### config.mk
export PLATFORM = sky130hd
export DESIGN_NAME = cbq_cell
export DESIGN_NICKNAME = d
export VERILOG_FILES = /design/src/hw/rtl/cbq_pkg.sv /design/src/hw/rtl/cbq_cell.sv
export SDC_FILE = /design/constraint.sdc
export NUM_CORES = 2
export LEC_CHECK = 0
export BUFFER_PORTS_ARGS = -buffer_cell sky130_fd_sc_hd__buf_2
export CAP_MARGIN = 0
export CORE_UTILIZATION = 35
export DETAILED_ROUTE_END_ITERATION = 6
export SYNTH_ARGS = -nofsm -noshare
export SYNTH_HDL_FRONTEND = slang
export SYNTH_SLANG_ARGS = --single-unit
### constraint.sdc
create_clock -name clk -period 10.2 [get_ports clk]
set_input_delay 1.02 -clock clk [delete_from_list [all_inputs] [get_ports clk]]
set_output_delay 1.02 -clock clk [all_outputs]
set_load 0.01 [all_outputs]
### src/hw/rtl/cbq_pkg.sv
`timescale 1ns / 1ps

package cbq_pkg;

  localparam int SIG_W     = 48;   // Q24.24 signal
  localparam int FRAC_W    = 24;
  localparam int COEF_W    = 32;   // Q2.30 coefficient
  localparam int CFG_W     = 64;
  localparam int CFG_IDX_W = 3;

  localparam int SECTION_COUNT_DEF = 2;
  localparam int SAMPLE_BITS_DEF   = 16;
  localparam int MAX_SECTIONS      = 2;

  // a 48-bit signal is multiplied in two 24-bit halves
  localparam int HALF_W  = SIG_W / 2;
  localparam int MUL_A_W = HALF_W + 1;
  localparam int PROD_W  = MUL_A_W + COEF_W;
  localparam int LOP_W   = PROD_W - HALF_W;
  localparam int TERM_W  = PROD_W - 6;
  localparam int ACC_W   = TERM_W + 3;

  localparam int NUM_TERMS = 5;
  localparam int STEP_W    = 4;
  localparam logic [STEP_W-1:0] LAST_STEP = STEP_W'(2 * NUM_TERMS + 1);

  // configuration register indexes
  localparam logic [CFG_IDX_W-1:0] REG_SEC0_B0_B1 = 3'd0;
  localparam logic [CFG_IDX_W-1:0] REG_SEC0_B2_A1 = 3'd1;
  localparam logic [CFG_IDX_W-1:0] REG_SEC0_A2    = 3'd2;
  localparam logic [CFG_IDX_W-1:0] REG_SEC1_B0_B1 = 3'd3;
  localparam logic [CFG_IDX_W-1:0] REG_SEC1_B2_A1 = 3'd4;
  localparam logic [CFG_IDX_W-1:0] REG_SEC1_A2    = 3'd5;

  typedef struct packed {
    logic signed [COEF_W-1:0] b0;
    logic signed [COEF_W-1:0] b1;
    logic signed [COEF_W-1:0] b2;
    logic signed [COEF_W-1:0] a1;
    logic signed [COEF_W-1:0] a2;
  } coef_set_t;

  typedef struct packed {
    logic signed [SIG_W-1:0] sig;
    logic                    clip;
  } sig_item_t;

endpackage

### src/hw/rtl/cbq_cell.sv
`timescale 1ns / 1ps

module cbq_cell import cbq_pkg::*; (
  input  logic      clk,
  input  logic      rst,
  input  coef_set_t coef,
  input  logic      in_valid,
  output logic      in_ready,
  input  sig_item_t in_item,
  output logic      out_valid,
  input  logic      out_ready,
  output sig_item_t out_item
);

  typedef enum logic [1:0] {ST_IDLE, ST_RUN, ST_DONE} state_t;

  state_t                   state;
  logic [STEP_W-1:0]        step;
  logic signed [SIG_W-1:0]  x_cur;
  logic                     clip_in;
  logic signed [SIG_W-1:0]  x1, x2, y1, y2;
  logic signed [PROD_W-1:0] prod;
  logic signed [LOP_W-1:0]  lo_part;
  logic signed [TERM_W-1:0] term;
  logic                     term_neg;
  logic signed [ACC_W-1:0]  acc;
  sig_item_t                out_q;
  logic                     out_vld;

  logic [2:0]               term_idx;
  logic signed [SIG_W-1:0]  op;
  logic signed [COEF_W-1:0] op_coef;
  logic signed [MUL_A_W-1:0] mul_a;
  logic signed [PROD_W-1:0] term_sum;
  logic                     can_finish;
  logic                     accept;
  logic                     sat_hi, sat_lo;
  logic signed [SIG_W-1:0]  y_sat;

  assign term_idx = step[3:1];

  always_comb begin
    case (term_idx)
      3'd0:    begin op = x_cur; op_coef = coef.b0; end
      3'd1:    begin op = x1;    op_coef = coef.b1; end
      3'd2:    begin op = x2;    op_coef = coef.b2; end
      3'd3:    begin op = y1;    op_coef = coef.a1; end
      3'd4:    begin op = y2;    op_coef = coef.a2; end
      default: begin op = '0;    op_coef = '0;      end
    endcase
    // low half unsigned first, then the signed high half
    if (step[0]) begin
      mul_a = {op[SIG_W-1], op[SIG_W-1:HALF_W]};
    end else begin
      mul_a = {1'b0, op[HALF_W-1:0]};
    end
  end

  // floor((hi*c*2^24 + lo*c) / 2^30) without the full 80-bit sum
  assign term_sum = prod + {{HALF_W{lo_part[LOP_W-1]}}, lo_part};

  assign sat_hi = !acc[ACC_W-1] && (acc[ACC_W-2:SIG_W-1] != '0);
  assign sat_lo = acc[ACC_W-1] && (acc[ACC_W-2:SIG_W-1] != '1);

  always_comb begin
    if (sat_hi) begin
      y_sat = {1'b0, {(SIG_W-1){1'b1}}};
    end else if (sat_lo) begin
      y_sat = {1'b1, {(SIG_W-1){1'b0}}};
    end else begin
      y_sat = acc[SIG_W-1:0];
    end
  end

  assign can_finish = !out_vld || out_ready;
  assign in_ready   = (state == ST_IDLE) || (state == ST_DONE && can_finish);
  assign accept     = in_valid && in_ready;

  always_ff @(posedge clk) begin
    prod <= mul_a * op_coef;
    if (state == ST_RUN && step[0]) begin
      lo_part <= prod[PROD_W-1:HALF_W];
    end
    if (state == ST_RUN && !step[0]) begin
      term     <= term_sum[PROD_W-1:6];
      term_neg <= (step == STEP_W'(8)) || (step == STEP_W'(10));
    end
    if (accept) begin
      x_cur   <= in_item.sig;
      clip_in <= in_item.clip;
      acc     <= '0;
    end else if (state == ST_RUN && step[0] && step >= STEP_W'(3)) begin
      if (term_neg) begin
        acc <= acc - {{3{term[TERM_W-1]}}, term};
      end else begin
        acc <= acc + {{3{term[TERM_W-1]}}, term};
      end
    end

    if (rst) begin
      state   <= ST_IDLE;
      step    <= '0;
      x1      <= '0;
      x2      <= '0;
      y1      <= '0;
      y2      <= '0;
      out_vld <= 1'b0;
    end else begin
      if (state == ST_DONE && can_finish) begin
        out_vld <= 1'b1;
      end else if (out_vld && out_ready) begin
        out_vld <= 1'b0;
      end
      unique case (state)
        ST_IDLE: begin
          if (accept) begin
            state <= ST_RUN;
            step  <= '0;
          end
        end
        ST_RUN: begin
          step <= step + 1'b1;
          if (step == LAST_STEP) begin
            state <= ST_DONE;
          end
        end
        ST_DONE: begin
          if (can_finish) begin
            x2      <= x1;
            x1      <= x_cur;
            y2      <= y1;
            y1      <= y_sat;
            out_q   <= '{sig: y_sat, clip: clip_in | sat_hi | sat_lo};
            state   <= accept ? ST_RUN : ST_IDLE;
            step    <= '0;
          end
        end
        default: state <= ST_IDLE;
      endcase
    end
  end

  assign out_valid = out_vld;
  assign out_item  = out_q;

endmodule

Yosys cells after proc, flatten, opt, wreduce, memory -nomap -nowiden. Cells that the tools add are included.

Add/subtract/negate cells: 4. $mul: 1. Order comparisons: 1. Equality and inequality tests: 13. Muxes and demuxes: 16. Bitwise gates (word level): 3. Reductions and logical operators: 23.

Operator list (number): $pmux W48 S5 (1); $pmux W32 S5 (1); $mux W48 (2); $add A57 B57 Y57 (1); $mul A25 B32 Y57 (1); $add A54 B54 Y54 (1); $mux W54 (1); $sub A54 B54 Y54 (1); $mux W25 (1); $eq A4 B4 Y1 const B (3); $pmux W4 S3 (1); $reduce_and A3 Y1 (3); $logic_and A1 B1 Y1 (8); $mux W4 (2); $eq A3 B2 Y1 const B (2); $mux W2 (3); $ne A6 B6 Y1 const B (1); $pmux W2 S3 (1); $reduce_bool A6 Y1 (1); $add A4 B1 Y4 const B (1); $ge A4 B2 Y1 const B (1); $ne A2 B2 Y1 const B (2); $eq A3 B1 Y1 const B (1); $eq A3 B3 Y1 const B (1); other kinds (13) (20).

Flip-flop bits (word level): 493. Output and inout port bits: 51. Word-level logic and storage cells: 77.

Longest topological paths before layout.
Depth in word-level cells: 8. Mapped depth: 38. Mapped depth without buffers: 35.

Least setup slack after synthesis. OpenSTA, ideal clock, no wires.

Path type: reg2reg. From: reg step[2]. To: reg prod[55]. Arrival: 8744 ps. Setup slack: 1330 ps. Cell stages (with the launch flop): 35. Path buffers: 4. Cell sequence: dfxtp_1 clkbuf_1 buf_2 buf_1 mux2i_1 nor2_1 a21oi_1 a21oi_1 a21oi_1 clkbuf_1 nor2_1 fa_1 fa_1 inv_1 fa_1 fa_1 inv_1 fa_1 fa_1 inv_1 fa_1 inv_1 ha_1 nand4_1 nor3_1 nand2_1 a21oi_1 o211ai_1 a21oi_1 nor2_1 o311ai_1 nand2_1 o31ai_1 or4_1 nand3_1.

Longest elaborated chain between the ends: 4. Elaborated cells between the ends (all ways): 9. Those cells by class: mul: 1; eq/ne: 4; mux: 3; reduce/logical: 1.

RTL lines: start, declared (RTL line cbq_cell.sv:18) `logic [STEP_W-1:0] step;`; start signal, assigned (RTL line cbq_cell.sv:122) `step <= step + 1'b1;`; $eq A3 B3 Y1 (tied with other cells) (RTL line cbq_cell.sv:43) `case (term_idx)`; $pmux W48 S5 (RTL line cbq_cell.sv:43); $mux W25 (RTL line cbq_cell.sv:52) `if (step[0]) begin`; $mul A25 B32 Y57 * (RTL line cbq_cell.sv:80) `prod <= mul_a * op_coef;`; end signal, assigned (RTL line cbq_cell.sv:80); end, declared (RTL line cbq_cell.sv:22) `logic signed [PROD_W-1:0] prod;`.

Every way passes the cells marked *; elsewhere a longest branch is shown, timed or not. A chain may end at the register's enable or synchronous reset.

Worst setup path in the final report.
From: reg step[3]. To: reg prod[55].

Same word-level chain as after synthesis.

==> run summary <==
Root Buffer = clkbuf_16
Clock Sinks = 493
Worst setup path endpoint = prod[55]$_DFF_P_
Most frequent CP cell = fa_1
DRT Wirelength = 179,000 um
Die Area = 0.151 mm2
Final Max Slew Viols = 0
First-pass GRT wire length = 270,000 um
Worst Tran Pin Value = 1.27 ns
Max_slew headroom = 0.145
RSZ-0062 raised after global routing = false
Initial drt markers = 3,609
Post-DP HPWL = 142,000 um
Post-DRT Antenna Nets = 0
Core area = 0.148 mm2
Post-Syn Area = 0.0524 mm2
Critical path fanouts, max = 42
Critical path's largest stage delay = 0.58 ns
Placed insts = 7,881
Die W = 389 um
H-tree depth = 2
Syn Area/Cell = 9.01 um2
Non-Filler Instances = 7,978
Layout cells sized above 1 = 0.0973
GRT busiest layer = met2
Setup crit end kind = flip-flop
Layout Area Growth over Synthesis = 11.0%
Nets = 7,304
RR Startpoint = step[3]$_SDFFE_PP0P_
Cell depth of the worst flop-to-flop path = 33
Register bit count reported by yosys = 493
Max Root-Sink Buffers = 3
Vias in the first global route = 42.8k
TritonCTS Buffers = 49
Grt met3 use = 0.0351
Post-synth EDFFs = 183
GP Congestion = 0.963
Clk slew on worst S/H paths = 0.07 ns
Cell with the most instances after synthesis = nand2_1
1st-pass router iterations = 6
CP required = 10.71 ns
Tmin final = 9.87 ns
Synth area leader = fa_1
Crit path depth = 33
Worst-Skew Late Latency = 0.65 ns
WL/cell = 22.4 um
Hold Crit Depth = 2
CP arrival = 10.38 ns
Area share of the largest cell type after synthesis = 0.313
Largest net degree at the start of global routing = 101
# DRC = 0
Via-to-Cell Ratio = 5.26
Final Hold Vio Count = 0
Critical path buffer and inverter count = 8
Worst min path class = flip-flop to flip-flop
Critical R2R Capture = prod[55]$_DFF_P_
Initial antenna violation count = 7
Vias = 41.9k
Ys async rst share = 0
GRT met1 Usage = 0.304
Fillers = 14.9k
Crit path max-delay family = adder cells
Post-synthesis sequential area ratio = 0.223
Design area = 0.0582 mm2
Post-Syn Nets = 7,120
DP Area = 0.0565 mm2
Main flop type after synthesis = dfxtp_1
Port-buffer cells = 263
Post-Place Setup Slack = 0.219 ns
Tot GR Track Use = 0.236
Crit path from = step[3]$_SDFFE_PP0P_
Synth top area cells = fa_1 31%, dfxtp_1 12%, edfxtp_1 10%
Post-synthesis cell count = 5,820
Setup TNS = 0 ns
Initial Util = 0.354
Num rows = 141
Tcrit/Tclk final = 0.967
Setup slack after layout = 0.332 ns
R2R Setup Slk = 0.33 ns
Library cells used by synthesis = 81
Final Skew = 0.0473 ns
Post-synth top cells = 901 x nand2_1, 895 x inv_1, 821 x fa_1, 579 x nor2_1, 409 x a21oi_1
Finish-stage setup viols = 0
Setup CP Type = flip-flop to flip-flop
Die Y = 389 um
Grt met2 use = 0.391
Synthesis Warnings = 0
IO Count = 264
Overflow left after global routing = 0
Startpoint Class = flip-flop
CTS tree = built
Status = complete, no violations
Critical-path top delay cell = fa_1
Fmax = 101 MHz
Max-Cap Viols = 0
## placed cells by master (no fill, tap or decap), types with 16 or more instances in the layout
cell type	instances
a221oi_1	27
o21a_1	80
buf_2	262
nand2b_1	53
a22o_1	16
o21ai_1	28
a21oi_1	397
nand2_1	899
a21o_1	72
nor3_1	38
ha_1	266
o21bai_1	19
nor2b_1	33
nand4_1	20
and2_1	31
xnor2_1	153
inv_1	894
o211ai_1	17
nand3_1	41
and3_1	17
dfxtp_1	307
mux2i_1	131
nor2_1	577
fa_1	821
clkbuf_16	52
buf_4	139
edfxtp_1	183
a211oi_1	16
xor2_1	49
a221o_1	25
o21ai_0	123
## worst reg2reg max path, delay by kind of cell, from the launching register on
family	cells	cell delay, ns
and+or+nand+nor	9	1.44
adders and majority gates	8	3.67
DFF	1	0.35
buffers and inverters	8	1.86
AOI/OAI and AO/OA	8	2.42
## area by class of cell
type / instances / area [um2] / share of cell area
repair buffers: 414 / 2600 / 0.0446
diodes: 4 / 10.0 / 0.000172
well taps: 1930 / 2410 / 0.0415
clock buffers: 68 / 1400 / 0.0241
multi-input cells: 4150 / 36500 / 0.627
clock inverters: 23 / 209 / 0.00359
flip-flops and latches: 493 / 11700 / 0.201
inverters: 896 / 3360 / 0.0578
## registers in the layout, summed over array words and instances (netlist names)
register	flops
prod	57
y2	48
step	4
x_cur	48
y1	48
x1	48
acc	54
out_valid	1
clip_in	1
term_neg	1
state	2
term	51
out_item	49
lo_part	33
x2	48
## how the worst min path moves through the flow
stage / start / endpoint / slack [ns]
2_1_floorplan: prod[24]$_DFF_P_ / lo_part[0]$_DFFE_PP_ / 0.41
3_3_place_gp: x2[47]$_SDFFE_PP0P_ / x2[47]$_SDFFE_PP0P_ / 0.44
3_5_place_dp: x2[38]$_SDFFE_PP0P_ / x2[38]$_SDFFE_PP0P_ / 0.45
4_1_cts: x1[10]$_SDFFE_PP0P_ / x2[10]$_SDFFE_PP0P_ / 0.43
5_1_grt: x1[10]$_SDFFE_PP0P_ / x2[10]$_SDFFE_PP0P_ / 0.47
6_report: x1[10]$_SDFFE_PP0P_ / x2[10]$_SDFFE_PP0P_ / 0.44
## per-layer routing
| layer | part of all wire | vias up |
|---|---|---|
| met3 | 0.077 | 399 |
| met2 | 0.46 | 1708 |
| li1 | - | 18800 |
| met4 | 0.056 | 0 |
| met1 | 0.40 | 21000 |
| met5 | 0 | - |
## kinds of logic (layout without fill, tap and decap cells)
group / Yosys count / in the layout / synth area share
mux: 146 / 146 / 0.0289
buf+inv: 1177 / 1401 / 0.0848
flops: 493 / 493 / 0.223
simple gates: 1762 / 1762 / 0.138
compound gates: 953 / 953 / 0.114
fa+ha+maj: 1087 / 1087 / 0.377
other cells: 0 / 4 / 0
xor+xnor: 202 / 202 / 0.0337
## what timing repair did
item,4_1_cts,5_1_grt
endpoints found under the setup margin,0,4
hold buffers,0,0
setup buffers,0,2
gates resized for setup,0,7
## through the flow
step | hold slack (ns) | util
2_1_floorplan | 0.415 | -
3_3_place_gp | 0.440 | 0.381
3_5_place_dp | 0.446 | 0.381
4_1_cts | 0.428 | 0.392
5_1_grt | 0.467 | 0.393
6_report | 0.440 | 0.393
Power is left out: the tool's default activity adds up to more than one toggle a clock period on the data nets, which glitch-free logic cannot reach.
