===== config.mk =====
export PLATFORM = sky130hd
export DESIGN_NAME = cbq_out
export DESIGN_NICKNAME = d
export VERILOG_FILES = /design/src/hw/rtl/cbq_pkg.sv /design/src/hw/rtl/cbq_out.sv
export SDC_FILE = /design/constraint.sdc
export NUM_CORES = 1
export LEC_CHECK = 0
export ABC_CLOCK_PERIOD_IN_PS = 2200
export BUFFER_PORTS_ARGS = -buffer_cell sky130_fd_sc_hd__buf_2
export CAP_MARGIN = 15
export CORE_MARGIN = 2
export CORE_UTILIZATION = 39
export DETAILED_ROUTE_END_ITERATION = 10
export PLACE_DENSITY = 0.78
export SYNTH_ARGS = -nofsm -noshare
export SYNTH_HDL_FRONTEND = slang
export SYNTH_SLANG_ARGS = --single-unit
export TNS_END_PERCENT = 10

===== constraint.sdc =====
create_clock -name clk -period 2.2 [get_ports clk]
set_input_delay 0.22 -clock clk [delete_from_list [all_inputs] [get_ports clk]]
set_output_delay 0.22 -clock clk [all_outputs]
set_load 0.005 [all_outputs]

===== src/hw/rtl/cbq_pkg.sv =====
`timescale 1ns / 1ps

package cbq_pkg;

  localparam int SIG_W     = 48;   // Q24.24 signal
  localparam int FRAC_W    = 24;
  localparam int COEF_W    = 32;   // Q2.30 coefficient
  localparam int CFG_W     = 64;
  localparam int CFG_IDX_W = 3;

  localparam int SECTION_COUNT_DEF = 2;
  localparam int SAMPLE_BITS_DEF   = 16;
  localparam int MAX_SECTIONS      = 2;

  // a 48-bit signal is multiplied in two 24-bit halves
  localparam int HALF_W  = SIG_W / 2;
  localparam int MUL_A_W = HALF_W + 1;
  localparam int PROD_W  = MUL_A_W + COEF_W;
  localparam int LOP_W   = PROD_W - HALF_W;
  localparam int TERM_W  = PROD_W - 6;
  localparam int ACC_W   = TERM_W + 3;

  localparam int NUM_TERMS = 5;
  localparam int STEP_W    = 4;
  localparam logic [STEP_W-1:0] LAST_STEP = STEP_W'(2 * NUM_TERMS + 1);

  // configuration register indexes
  localparam logic [CFG_IDX_W-1:0] REG_SEC0_B0_B1 = 3'd0;
  localparam logic [CFG_IDX_W-1:0] REG_SEC0_B2_A1 = 3'd1;
  localparam logic [CFG_IDX_W-1:0] REG_SEC0_A2    = 3'd2;
  localparam logic [CFG_IDX_W-1:0] REG_SEC1_B0_B1 = 3'd3;
  localparam logic [CFG_IDX_W-1:0] REG_SEC1_B2_A1 = 3'd4;
  localparam logic [CFG_IDX_W-1:0] REG_SEC1_A2    = 3'd5;

  typedef struct packed {
    logic signed [COEF_W-1:0] b0;
    logic signed [COEF_W-1:0] b1;
    logic signed [COEF_W-1:0] b2;
    logic signed [COEF_W-1:0] a1;
    logic signed [COEF_W-1:0] a2;
  } coef_set_t;

  typedef struct packed {
    logic signed [SIG_W-1:0] sig;
    logic                    clip;
  } sig_item_t;

endpackage


===== src/hw/rtl/cbq_out.sv =====
`timescale 1ns / 1ps

module cbq_out import cbq_pkg::*; #(
  parameter int SAMPLE_BITS = SAMPLE_BITS_DEF
) (
  input  logic                          clk,
  input  logic                          rst,
  input  logic                          in_valid,
  output logic                          in_ready,
  input  sig_item_t                     in_item,
  output logic                          out_valid,
  input  logic                          out_ready,
  output logic signed [SAMPLE_BITS-1:0] sample_out,
  output logic                          clipped
);

  localparam int RND_W = SIG_W - FRAC_W + 1;

  logic signed [SIG_W:0]     rnd_sum;
  logic signed [RND_W-1:0]   rnd;
  logic                      ovf_hi, ovf_lo;
  logic signed [SAMPLE_BITS-1:0] sat_val;
  logic                      vld;

  // round half up then floor shift
  assign rnd_sum = {in_item.sig[SIG_W-1], in_item.sig} + (SIG_W+1)'(1 << (FRAC_W - 1));
  assign rnd     = rnd_sum[SIG_W:FRAC_W];
  assign ovf_hi  = !rnd[RND_W-1] && (rnd[RND_W-2:SAMPLE_BITS-1] != '0);
  assign ovf_lo  = rnd[RND_W-1] && (rnd[RND_W-2:SAMPLE_BITS-1] != '1);

  always_comb begin
    if (ovf_hi) begin
      sat_val = {1'b0, {(SAMPLE_BITS-1){1'b1}}};
    end else if (ovf_lo) begin
      sat_val = {1'b1, {(SAMPLE_BITS-1){1'b0}}};
    end else begin
      sat_val = rnd[SAMPLE_BITS-1:0];
    end
  end

  assign in_ready  = !vld || out_ready;
  assign out_valid = vld;

  always_ff @(posedge clk) begin
    if (in_valid && in_ready) begin
      sample_out <= sat_val;
      clipped    <= in_item.clip | ovf_hi | ovf_lo;
    end
    if (rst) begin
      vld <= 1'b0;
    end else if (in_ready) begin
      vld <= in_valid;
    end
  end

endmodule


---- Word level (Yosys, flattened, before mapping) ----
Index checks and enable logic that the tools add are counted.
word-level totals
  register bits ........................... 18
  word-level logic and storage cells ...... 15
  output and inout port bits .............. 19
cells by class
  muxes and demuxes ....................... 1
  equal/unequal tests ..................... 1
  bitwise logic cells ..................... 2
  $add $sub $neg .......................... 1
  reductions and logical operators ........ 7
operators by type and width
  kind                                                               number
  48-bit by 25-bit adder with 49-bit output (second input constant)  1
  16-bit two-way mux                                                 1
  9-bit != test (second input constant)                              1
  9-bit nonzero test                                                 1
  1-bit logical AND                                                  3
  1-bit zero test                                                    2
  1-bit bitwise OR                                                   2
  1-bit logical OR                                                   1

---- Longest topological paths before layout ----
Gate-level depths: netlist of run 1.
  word-level depth ........................ 5
  depth in mapped cells ................... 8
  gate-level depth less buffers ........... 7

---- Least setup slack after synthesis of run 1 ----
OpenSTA, ideal clock, no wires.
  path type ............................... input to register
  from .................................... input port in_item[35] (netlist bit)
  to ...................................... register sample_out[10] (data pin)
  arrival time ............................ 1.938 ns
  path slack .............................. 0.003 ns
  stages on the path ...................... 7
  data required time ...................... 1.941 ns
  buffers on the path ..................... 1
  cell sequence ........................... nand4_4 > or4_4 > nor3_1 > xor2_1 > o41ai_4 > buf_6 > o21ai_1
between the ends
  word-level cells in the longest chain between the ends .. 4
  elaborated cells between the ends (all ways) .. 7
  those cells by class .................... 1 x add/sub; 1 x eq/ne; 1 x mux; 4 x reduce/logical
RTL lines
  element                                      RTL line       RTL
  from (decl)                                  cbq_out.sv:10  input sig_item_t in_item,
  48-bit by 25-bit adder with 49-bit output *  cbq_out.sv:26  assign rnd_sum = {in_item.sig[SIG_W-1], in_item.sig} + (SIG_W+1)'(1 << (FRAC_W - 1));
  9-bit != test                                cbq_out.sv:29  assign ovf_lo = rnd[RND_W-1] && (rnd[RND_W-2:SAMPLE_BITS-1] != '1);
  1-bit logical AND                            cbq_out.sv:29
  16-bit two-way mux                           cbq_out.sv:34  end else if (ovf_lo) begin
  to (signal assigned)                         cbq_out.sv:46  sample_out <= sat_val;
  to (decl)                                    cbq_out.sv:13  output logic signed [SAMPLE_BITS-1:0] sample_out,
Mark *: on every way between the ends. The rest lies on a longest branch, timed or not.
A chain may end at the register's enable or synchronous reset.

---- Final worst setup path of run 1 ----
  from .................................... input port in_item[35] (netlist bit)
  to ...................................... register clipped (data pin)
between the ends
  word-level cells in the longest chain between the ends .. 5
  elaborated cells between the ends (all ways) .. 8
  those cells by class .................... 1 x add/sub; 1 x eq/ne; 2 x bitwise; 4 x reduce/logical
RTL lines
  element                                                       RTL line       RTL
  48-bit by 25-bit adder with 49-bit output *                   cbq_out.sv:26
  9-bit nonzero test / 1-bit zero test (equally long branches)  cbq_out.sv:28  assign ovf_hi = !rnd[RND_W-1] && (rnd[RND_W-2:SAMPLE_BITS-1] != '0);
  1-bit logical AND                                             cbq_out.sv:28
  1-bit bitwise OR                                              cbq_out.sv:47  clipped <= in_item.clip | ovf_hi | ovf_lo;
  1-bit bitwise OR *                                            cbq_out.sv:47
  to (signal assigned)                                          cbq_out.sv:47
  to (decl)                                                     cbq_out.sv:14  output logic clipped
Marks and branches as above.

==> run metrics, run 1 <==
Die H 60.53 um; later-pin clock latency in the skew report 280 ps; CTS Buf Count 3; final WL 2518 um; GRT Resource Usage Total 14.88%; asr flop ratio synth 0%; Net Count, Synth 176; fin crit period 2053 ps; Post-CTS Resized 0; Slew Viols, Final 0; count of final hold-check violations 0; Pint 590.1 uW; status complete, no violations; wire per inst 10.49 um; final worst setup slack 146.7 ps; Post-CTS Setup Inserts 0; area grow syn2layout 40.26%; startpoint class of the critical path input pin; Crit Path Category input pin to flip-flop; CTS tree built; setup TNS 0 ps; pin count of the biggest net entering global routing 18; Multi-input gate area 674.4 um2; largest stage delay on the critical path 570 ps; maximum vdd drop 0.0001645 V; core area 0.003053 mm2; most frequent cells in the layout buf_2, buf_4, edfxtp_1, nand2_1; Highest Clock Rate 487.0 MHz; Fill cells 278; commonest non-fill, non-tap cell in the layout buf_2; slowest cell on the critical path or4_1; flops & latches, synth 18; Post-synth EDFFs 17; I/O Pins 72; R2R Path Start out_valid$_SDFFE_PP0N_; RSZ-0062 raised after global routing false; area of the mapped netlist 0.001246 mm2; FF+latch area 530.5 um2; sequential share of power 51.9%; die area 0.003663 mm2; critical path launch point in_item[35]; Leak Pwr 0.0007091 uW; crit path max fanout 2; Final Cycle Share 93.33%; Logic pwr share 23.6%; IO Port Bufs 48; first-pass GRT wire length 4098 um; Initial Utilization 40.82%; HPWL Detailed 2154 um; GRT Residual Overflow 0; vias in the first global route 966; final non-filler cell total 240; worst hold path type input pin to flip-flop; hold path start rst; clk buf depth 2; # DRC 0; FP Rows 20; CP top delay family simple AND/OR/NAND/NOR gates; ys flop type edfxtp_1; Die Width 60.53 um; Final ANT Viol Nets 0; Clk pwr share 24.5%; clk slew on worst S/H paths 100 ps; Pre-Repair DR Iteration Count 5; Place WS -151.1 ps; cell count after synthesis 122; max_slew headroom 55.19%; Yosys Warn Count 0; Iteration-0 DRC Markers 32; Worst Max-Slew Pin Slew 672.1 ps; Sw Ratio 24.01%; Maximum Capacitance Violations 0; Net Sw Power 186.5 uW; synthesized area per cell 10.21 um2; Final GP Congestion 0.8071; count of hold-fix buffers inserted at cts 0; H-tree depth 1; initial antenna violation count 0; library cells used by synthesis 33; share of the yosys chip area belonging to registers 42.57%; Worst EP arrival 2100 ps; Antenna diodes 0; vias per std cell 4.779; CTS sink count 18; CP Data Required Time 2240 ps; share of layout cells above drive strength 1 47.45%; element type at the critical path end flip-flop; pwr dens 444.3 mW/mm2; Root Buffer clkbuf_4; worst path cell trace buf_2, nand4_4, or4_4, nor3_1, xor2_1, or4_1, a21o_1; CP Buf/Inv Count 1; vias post-DR 1147; final net count 251; DP Cell Count 236; endpoints failing setup 0; worst clock skew 8.234 ps
## path summary, 6_finish.rpt
check | endpoint | slack (ps) | depth (start not counted)
min | out_valid$_SDFFE_PP0N_ | 80 | 2
max | clipped$_DFFE_PP_ | 150 | 7
max reg2reg | sample_out[12]$_SDFFCE_PP1P_ | 850 | 2
min reg2reg | out_valid$_SDFFE_PP0N_ | 510 | 2
## power groups by stage
stage	clock, uW	combinational (uW)	sequential, uW
6_report	190	183	403
2_1_floorplan	0	74.1	416
3_3_place_gp	0	180	411
4_1_cts	193	184	404
5_1_grt	207	203	406
3_5_place_dp	0	183	411
## state kept, by name (all words and copies together), names as in the netlist
| signal | cells |
|---|---|
| clipped | 1 |
| out_valid | 1 |
| sample_out | 16 |
## routing by layer
metal	share of wire, %	track usage [%]	vias up
met5	0	0	-
met4	0.99	5.901	0
met3	3.5	1.279	2
met2	53	26.55	28
met1	43	18.59	513
li1	-	-	604
## synth_stat cells (3+ instances only)
master | number | share of area [%]
edfxtp_1 | 17 | 41
nand2_1 | 10 | 3.0
nor2_1 | 9 | 2.7
xnor2_1 | 9 | 6.3
nor3_1 | 8 | 3.2
o21ai_2 | 8 | 5.6
xor2_1 | 8 | 5.6
nand3_1 | 7 | 2.8
nand4_1 | 6 | 3.0
inv_1 | 5 | 1.5
o21ai_0 | 5 | 2.0
o21ai_1 | 3 | 1.2
## final cells by class
class                   count  share of cell area (%)
multi-input cells          97                   38.58
inverters                   5                   1.074
repair buffers             72                   24.77
well taps                  44                   3.150
flip-flops and latches     18                   30.35
clock buffers               4                   2.076
## metrics by stage
step / hold WS (ps) / power (uW) / area [um2] / util, %
2_1_floorplan: 289.1 / 489.7 / 1246 / -
3_3_place_gp: 375.0 / 591.0 / 1712 / 56.07
3_5_place_dp: 379.6 / 594.6 / 1712 / 56.07
4_1_cts: 71.95 / 780.3 / 1748 / 57.25
5_1_grt: 59.99 / 815.6 / 1748 / 57.25
6_report: 76.73 / 776.6 / 1748 / 57.25
## logic make-up (layout without fill, tap and decap cells)
group                      count (synthesis)  after routing  synth area share [%]
AOI/OAI and AO/OA                         24             24                 15.86
DFF                                       18             18                 42.57
xor gates and xnor gates                  17             17                 11.95
adders and majority gates                  1              1                 1.004
muxes                                      2              2                 1.606
and+or+nand+nor                           53             53                 23.70
buffers and inverters                      7             81                 3.313
No activity file was read; power rests on OpenSTA's default activity.
==> run 2: changes to the inputs <==
ABC_CLOCK_PERIOD_IN_PS = unset   (was 2200)
GPL_TIMING_DRIVEN = 0   (was unset)
clock period = 1.7 ns   (was 2.2 ns; I/O delays follow)
==> run 2 against run 1 <==
Effect of this change:
- the run now ends with negative setup slack left
- via count fell by 1.0%
- cell count fell by 6.3%
- sequential share of layout area about the same
- clock power rose by 36%
- die area did not move
- first-iteration DRC count rose by 84%
- non-clock buffer count fell by 15
- critical endpoint is now sample_out[2]$_SDFFCE_PP1P_
==> run metrics, run 2 (synthesis results as in run 1) <==
sequential share of power 51.4%; count of final hold-check violations 0; final worst setup slack -186.5 ps; share of layout cells above drive strength 1 48.07%; Iteration-0 DRC Markers 59; Place WS -805.7 ps; fin crit period 1887 ps; H-tree depth 1; later-pin clock latency in the skew report 290 ps; first-pass GRT wire length 4498 um; # DRC 0; CP most frequent cell buf_6; vias post-DR 1135; Final Power 1019 uW; routed wl met2 1438 um; Root Buffer clkbuf_4; met3 wire len 112 um; GRT Residual Overflow 0; Leak Pwr 0.0006732 uW; final net count 236; RSZ-0062 raised after global routing true; Crit Path Category input pin to flip-flop; Maximum Capacitance Violations 0; Die H 60.53 um; Fill cells 258; Antenna diodes 0; Final Cycle Share 111.0%; HPWL Detailed 2211 um; Slew Viols, Final 0; area grow syn2layout 40.06%; CP Data Required Time 1750 ps; clk slew on worst S/H paths 100 ps; pwr dens 583.6 mW/mm2; element type at the critical path end flip-flop; maximum vdd drop 0.0001974 V; CTS Buf Count 3; Net Sw Power 258.5 uW; final WL 2799 um; reg2reg end sample_out[3]$_SDFFCE_PP1P_; Final ANT Viol Nets 0; GRT Resource Usage Total 16.13%; Highest Clock Rate 530.1 MHz; Logic pwr share 23.1%; Pint 760.1 uW; worst path cell trace buf_6, nand4_1, buf_6, or4_4, a211oi_2, nor2_2, o41ai_4, buf_4, o21ai_2; status finished, violations left; vias per std cell 5.044; violated checks negative setup slack; Worst EP arrival 1940 ps; met1 wire length 1200 um; R2R Path Start out_valid$_SDFFE_PP0N_; hold path start rst; hold path depth 2; initial antenna violation count 0; largest stage delay on the critical path 440 ps; wire per inst 12.44 um; Largest Register sample_out; clk buf depth 2; max reg flops 16; top layer in use met4; worst hold path type input pin to flip-flop; IO Port Bufs 48; Die Width 60.53 um; CTS sink count 18; core area 0.003053 mm2; worst hold endpoint out_valid$_SDFFE_PP0N_; max_slew headroom 51.46%; cells on worst reg2reg path 2; slowest cell on the critical path o41ai_4; final non-filler cell total 225; startpoint class of the critical path input pin; Pre-Repair DR Iteration Count 4; pin count of the biggest net entering global routing 18; I/O Pins 72; worst clock skew 1.967 ps; final hold slack 16.36 ps; final core occ 57.17%; most frequent cells in the layout buf_2, edfxtp_1, nand2_1, xnor2_1, o21ai_2; CTS tree built; Worst Max-Slew Pin Slew 728.1 ps; Initial Utilization 40.82%; die area 0.003663 mm2; FP Rows 20; DP Cell Count 214; Final GP Congestion 0.7765; endpoints failing setup 16; vias in the first global route 1030; Clk pwr share 25.5%; crit path max fanout 5; commonest non-fill, non-tap cell in the layout buf_2; R2R setup slack 320 ps; Sw Ratio 25.38%
[run 2: cell types whose count changed in the layout (fill, tap and decap cells not counted), sizes merged]
cell	delta
buf	-15
[run 2: power groups by stage]
| stage | registers (uW) | logic, uW | clock network, uW |
|---|---|---|---|
| after floorplan | 538 | 96.9 | 0 |
| after global placement | 533 | 197 | 0 |
| after detailed placement | 534 | 205 | 0 |
| after CTS | 524 | 237 | 260 |
| after global routing | 527 | 260 | 282 |
| final | 523 | 236 | 259 |
[run 2: worst max-delay path by stage]
stage / cells past startpoint / startpoint / slack (ps) / end
after detailed placement: 9 / in_item[24] / -810 / sample_out[10]$_SDFFCE_PP1P_
after floorplan: 6 / in_item[35] / -340 / clipped$_DFFE_PP_
after global placement: 9 / in_item[24] / -730 / sample_out[9]$_SDFFCE_PP1P_
after CTS: 9 / in_item[31] / -190 / sample_out[2]$_SDFFCE_PP1P_
after global routing: 9 / in_item[24] / -270 / sample_out[4]$_SDFFCE_PP1P_
final: 9 / in_item[30] / -190 / sample_out[2]$_SDFFCE_PP1P_
[run 2: layout make-up]
| cell class | count | area [um2] | area share [%] |
|---|---|---|---|
| Multi-Input combinational cell | 97 | 724.4 | 41.51 |
| Sequential cell | 18 | 530.5 | 30.39 |
| Timing Repair Buffer | 55 | 357.8 | 20.50 |
| Tap cell | 44 | 55.05 | 3.154 |
| Clock buffer | 4 | 36.28 | 2.079 |
| Buffer | 2 | 22.52 | 1.290 |
| Inverter | 5 | 18.77 | 1.075 |
[run 2: routing by layer]
metal	global-route usage [%]	vias to the layer above
met2	28.26	36
met5	0	-
met3	1.066	6
met1	20.21	519
li1	-	574
met4	7.764	0
[run 2: metrics by stage]
step / TNS, ps / instance area (um2)
after floorplan: -4691 / 1260
after global placement: -10780 / 1555
after detailed placement: -12050 / 1555
after CTS: -2545 / 1743
after global routing: -3753 / 1745
final: -2512 / 1745
[run 2: critical path, delay by kind of cell]
| family | cells | cell delay, ps |
|---|---|---|
| simple gates | 3 | 620 |
| compound gates | 3 | 680 |
| buf+inv | 3 | 460 |
[run 2: what timing repair did]
action,in CTS,in global routing
hold buffers,0,0
pin swaps,3,0
endpoints found under the setup margin,16,16
resized for setup,26,1
gates cloned,1,0
buffers inserted,6,0
==> run 3: changes to the inputs <==
CORE_ASPECT_RATIO = 2   (was unset)
SETUP_SLACK_MARGIN = 0.3   (was unset)
==> run 3 against run 2 <==
Effect of this change:
- the run still ends with negative setup slack left
- design area decreased by 0.29%
- non-clock buffer count down 1
- die area increased by 0.75%
- total power rose by 4.1%
- clock skew grew 2.3 ps
- utilization down 1.4 points
- fmax down 0.52%
- register-to-register slack gained 250 ps
- first-iteration DRC count fell by 73%
==> run metrics, run 3 (synthesis results as in run 1) <==
status finished, violations left; violated checks negative setup slack; final core occ 55.77%; area grow syn2layout 39.66%; most frequent cells in the layout buf_2, edfxtp_1, o21ai_2, buf_4; commonest non-fill, non-tap cell in the layout buf_2; Slew Viols, Final 0; element type at the critical path end flip-flop; Largest Register sample_out; pin count of the biggest net entering global routing 18; crit path max fanout 3; first-pass GRT wire length 4360 um; R2R Path Start out_valid$_SDFFE_PP0N_; die area 0.003691 mm2; I/O Pins 72; critical path launch point in_item[31]; Die Width 43.97 um; cells on worst reg2reg path 2; reg2reg end sample_out[9]$_SDFFCE_PP1P_; Highest Clock Rate 527.3 MHz; RSZ-0062 raised after global routing true; endpoints failing setup 16; CTS Buf Count 3; Fill cells 294; Leak Pwr 0.0006792 uW; worst clock skew 4.304 ps; IO Port Bufs 48; max reg flops 16; Iteration-0 DRC Markers 16; Worst Max-Slew Pin Slew 379.3 ps; vias per std cell 5.545; final WL 2784 um; # DRC 0; Final ANT Viol Nets 0; largest stage delay on the critical path 420 ps; GRT Residual Overflow 0; fin crit period 1896 ps; CTS sink count 18; max_slew headroom 74.71%; wire per inst 13.19 um; Die H 83.94 um; clk buf depth 2; slowest cell on the critical path or4_1; H-tree depth 1; CP Data Required Time 1710 ps; worst hold endpoint out_valid$_SDFFE_PP0N_; CTS tree built; Worst EP arrival 1900 ps; maximum vdd drop 0.0002944 V; vias in the first global route 1093; GRT Resource Usage Total 15.22%; share of layout cells above drive strength 1 49.44%; final net count 235; DP Cell Count 201; CP top delay family simple AND/OR/NAND/NOR gates; FP Rows 29; Antenna diodes 0; Initial Utilization 39.94%; Final GP Congestion 0.7961; worst path cell trace buf_8, nand4_1, buf_4, nor4_4, nand3_1, mux2i_2, or4_1, a21o_1; count of final hold-check violations 0; initial antenna violation count 0; Area after DPL 0.001539 mm2; core area 0.003120 mm2; clk slew on worst S/H paths 60 ps; Root Buffer clkbuf_8; Maximum Capacitance Violations 0; hold path start rst; count of hold-fix buffers inserted at cts 0; R2R setup slack 570 ps; startpoint class of the critical path input pin; final non-filler cell total 211; later-pin clock latency in the skew report 250 ps; pwr dens 609.2 mW/mm2; worst hold path type input pin to flip-flop; vias post-DR 1170; final worst setup slack -196.4 ps; CP Buf/Inv Count 2; Crit Path Category input pin to flip-flop; Pre-Repair DR Iteration Count 4; Design Area, Final 0.001740 mm2; hold path depth 2; Final Cycle Share 111.6%; HPWL Detailed 2189 um
run 3: changes by cell type in the layout (fill, tap and decap cells not counted), moves of 2 or more:
cell | previous run | this run
buf_4 | 6 | 10
buf_6 | 8 | 2
clkbuf_4 | 3 | 0
clkbuf_8 | 1 | 3
nand3_2 | 0 | 2
o21ai_0 | 5 | 1
o21ai_1 | 2 | 5
run 3: cell type report:
type / count / area, um2 / area share (%)
Buffer: 2 / 22.52 / 1.294
Clock buffer: 4 / 45.04 / 2.588
Inverter: 5 / 18.77 / 1.078
Multi-Input combinational cell: 97 / 749.5 / 43.06
Sequential cell: 18 / 530.5 / 30.48
Tap cell: 31 / 38.79 / 2.229
Timing Repair Buffer: 54 / 335.3 / 19.27
run 3: how the worst max path moves through the flow:
| stage | to | slack [ps] | depth (start not counted) |
|---|---|---|---|
| 2_1_floorplan | clipped$_DFFE_PP_ | -340 | 6 |
| 3_3_place_gp | sample_out[2]$_SDFFCE_PP1P_ | -770 | 9 |
| 3_5_place_dp | sample_out[2]$_SDFFCE_PP1P_ | -780 | 9 |
| 4_1_cts | sample_out[14]$_SDFFCE_PP1P_ | -260 | 9 |
| 5_1_grt | sample_out[9]$_SDFFCE_PP1P_ | -270 | 9 |
| 6_report | clipped$_DFFE_PP_ | -200 | 8 |
run 3: per-stage QoR:
step	TNS (ps)	setup slack (ps)	total power [uW]	hold WS, ps
after floorplan	-4691	-343.9	634.7	239.1
after global placement	-11560	-775.0	732.2	332.4
after detailed placement	-11830	-783.3	738.8	334.8
after CTS	-3710	-258.6	1038	73.53
after global routing	-3859	-272.8	1104	85.23
final	-2634	-196.4	1060	72.53
run 3: per-layer routing:
| layer | track usage, % | vias to the layer above | share of wire (%) |
|---|---|---|---|
| li1 | - | 570 | - |
| met1 | 14.48 | 552 | 36 |
| met2 | 28.34 | 40 | 56 |
| met3 | 1.515 | 8 | 4.9 |
| met4 | 9.642 | 0 | 3.1 |
| met5 | 0 | - | 0 |
run 3: where the power goes:
part | switching [uW] | internal, uW
registers | 5.34 | 518
clock network | 133 | 166
logic | 127 | 112
total | 265 | 795
run 3: repair_timing:
| item | CTS | global route |
|---|---|---|
| setup endpoints to repair | 17 | 34 |
| gates resized for setup | 6 | 26 |
| setup buffers | 3 | 3 |
| pin swaps | 5 | 4 |
| cloned | 0 | 0 |
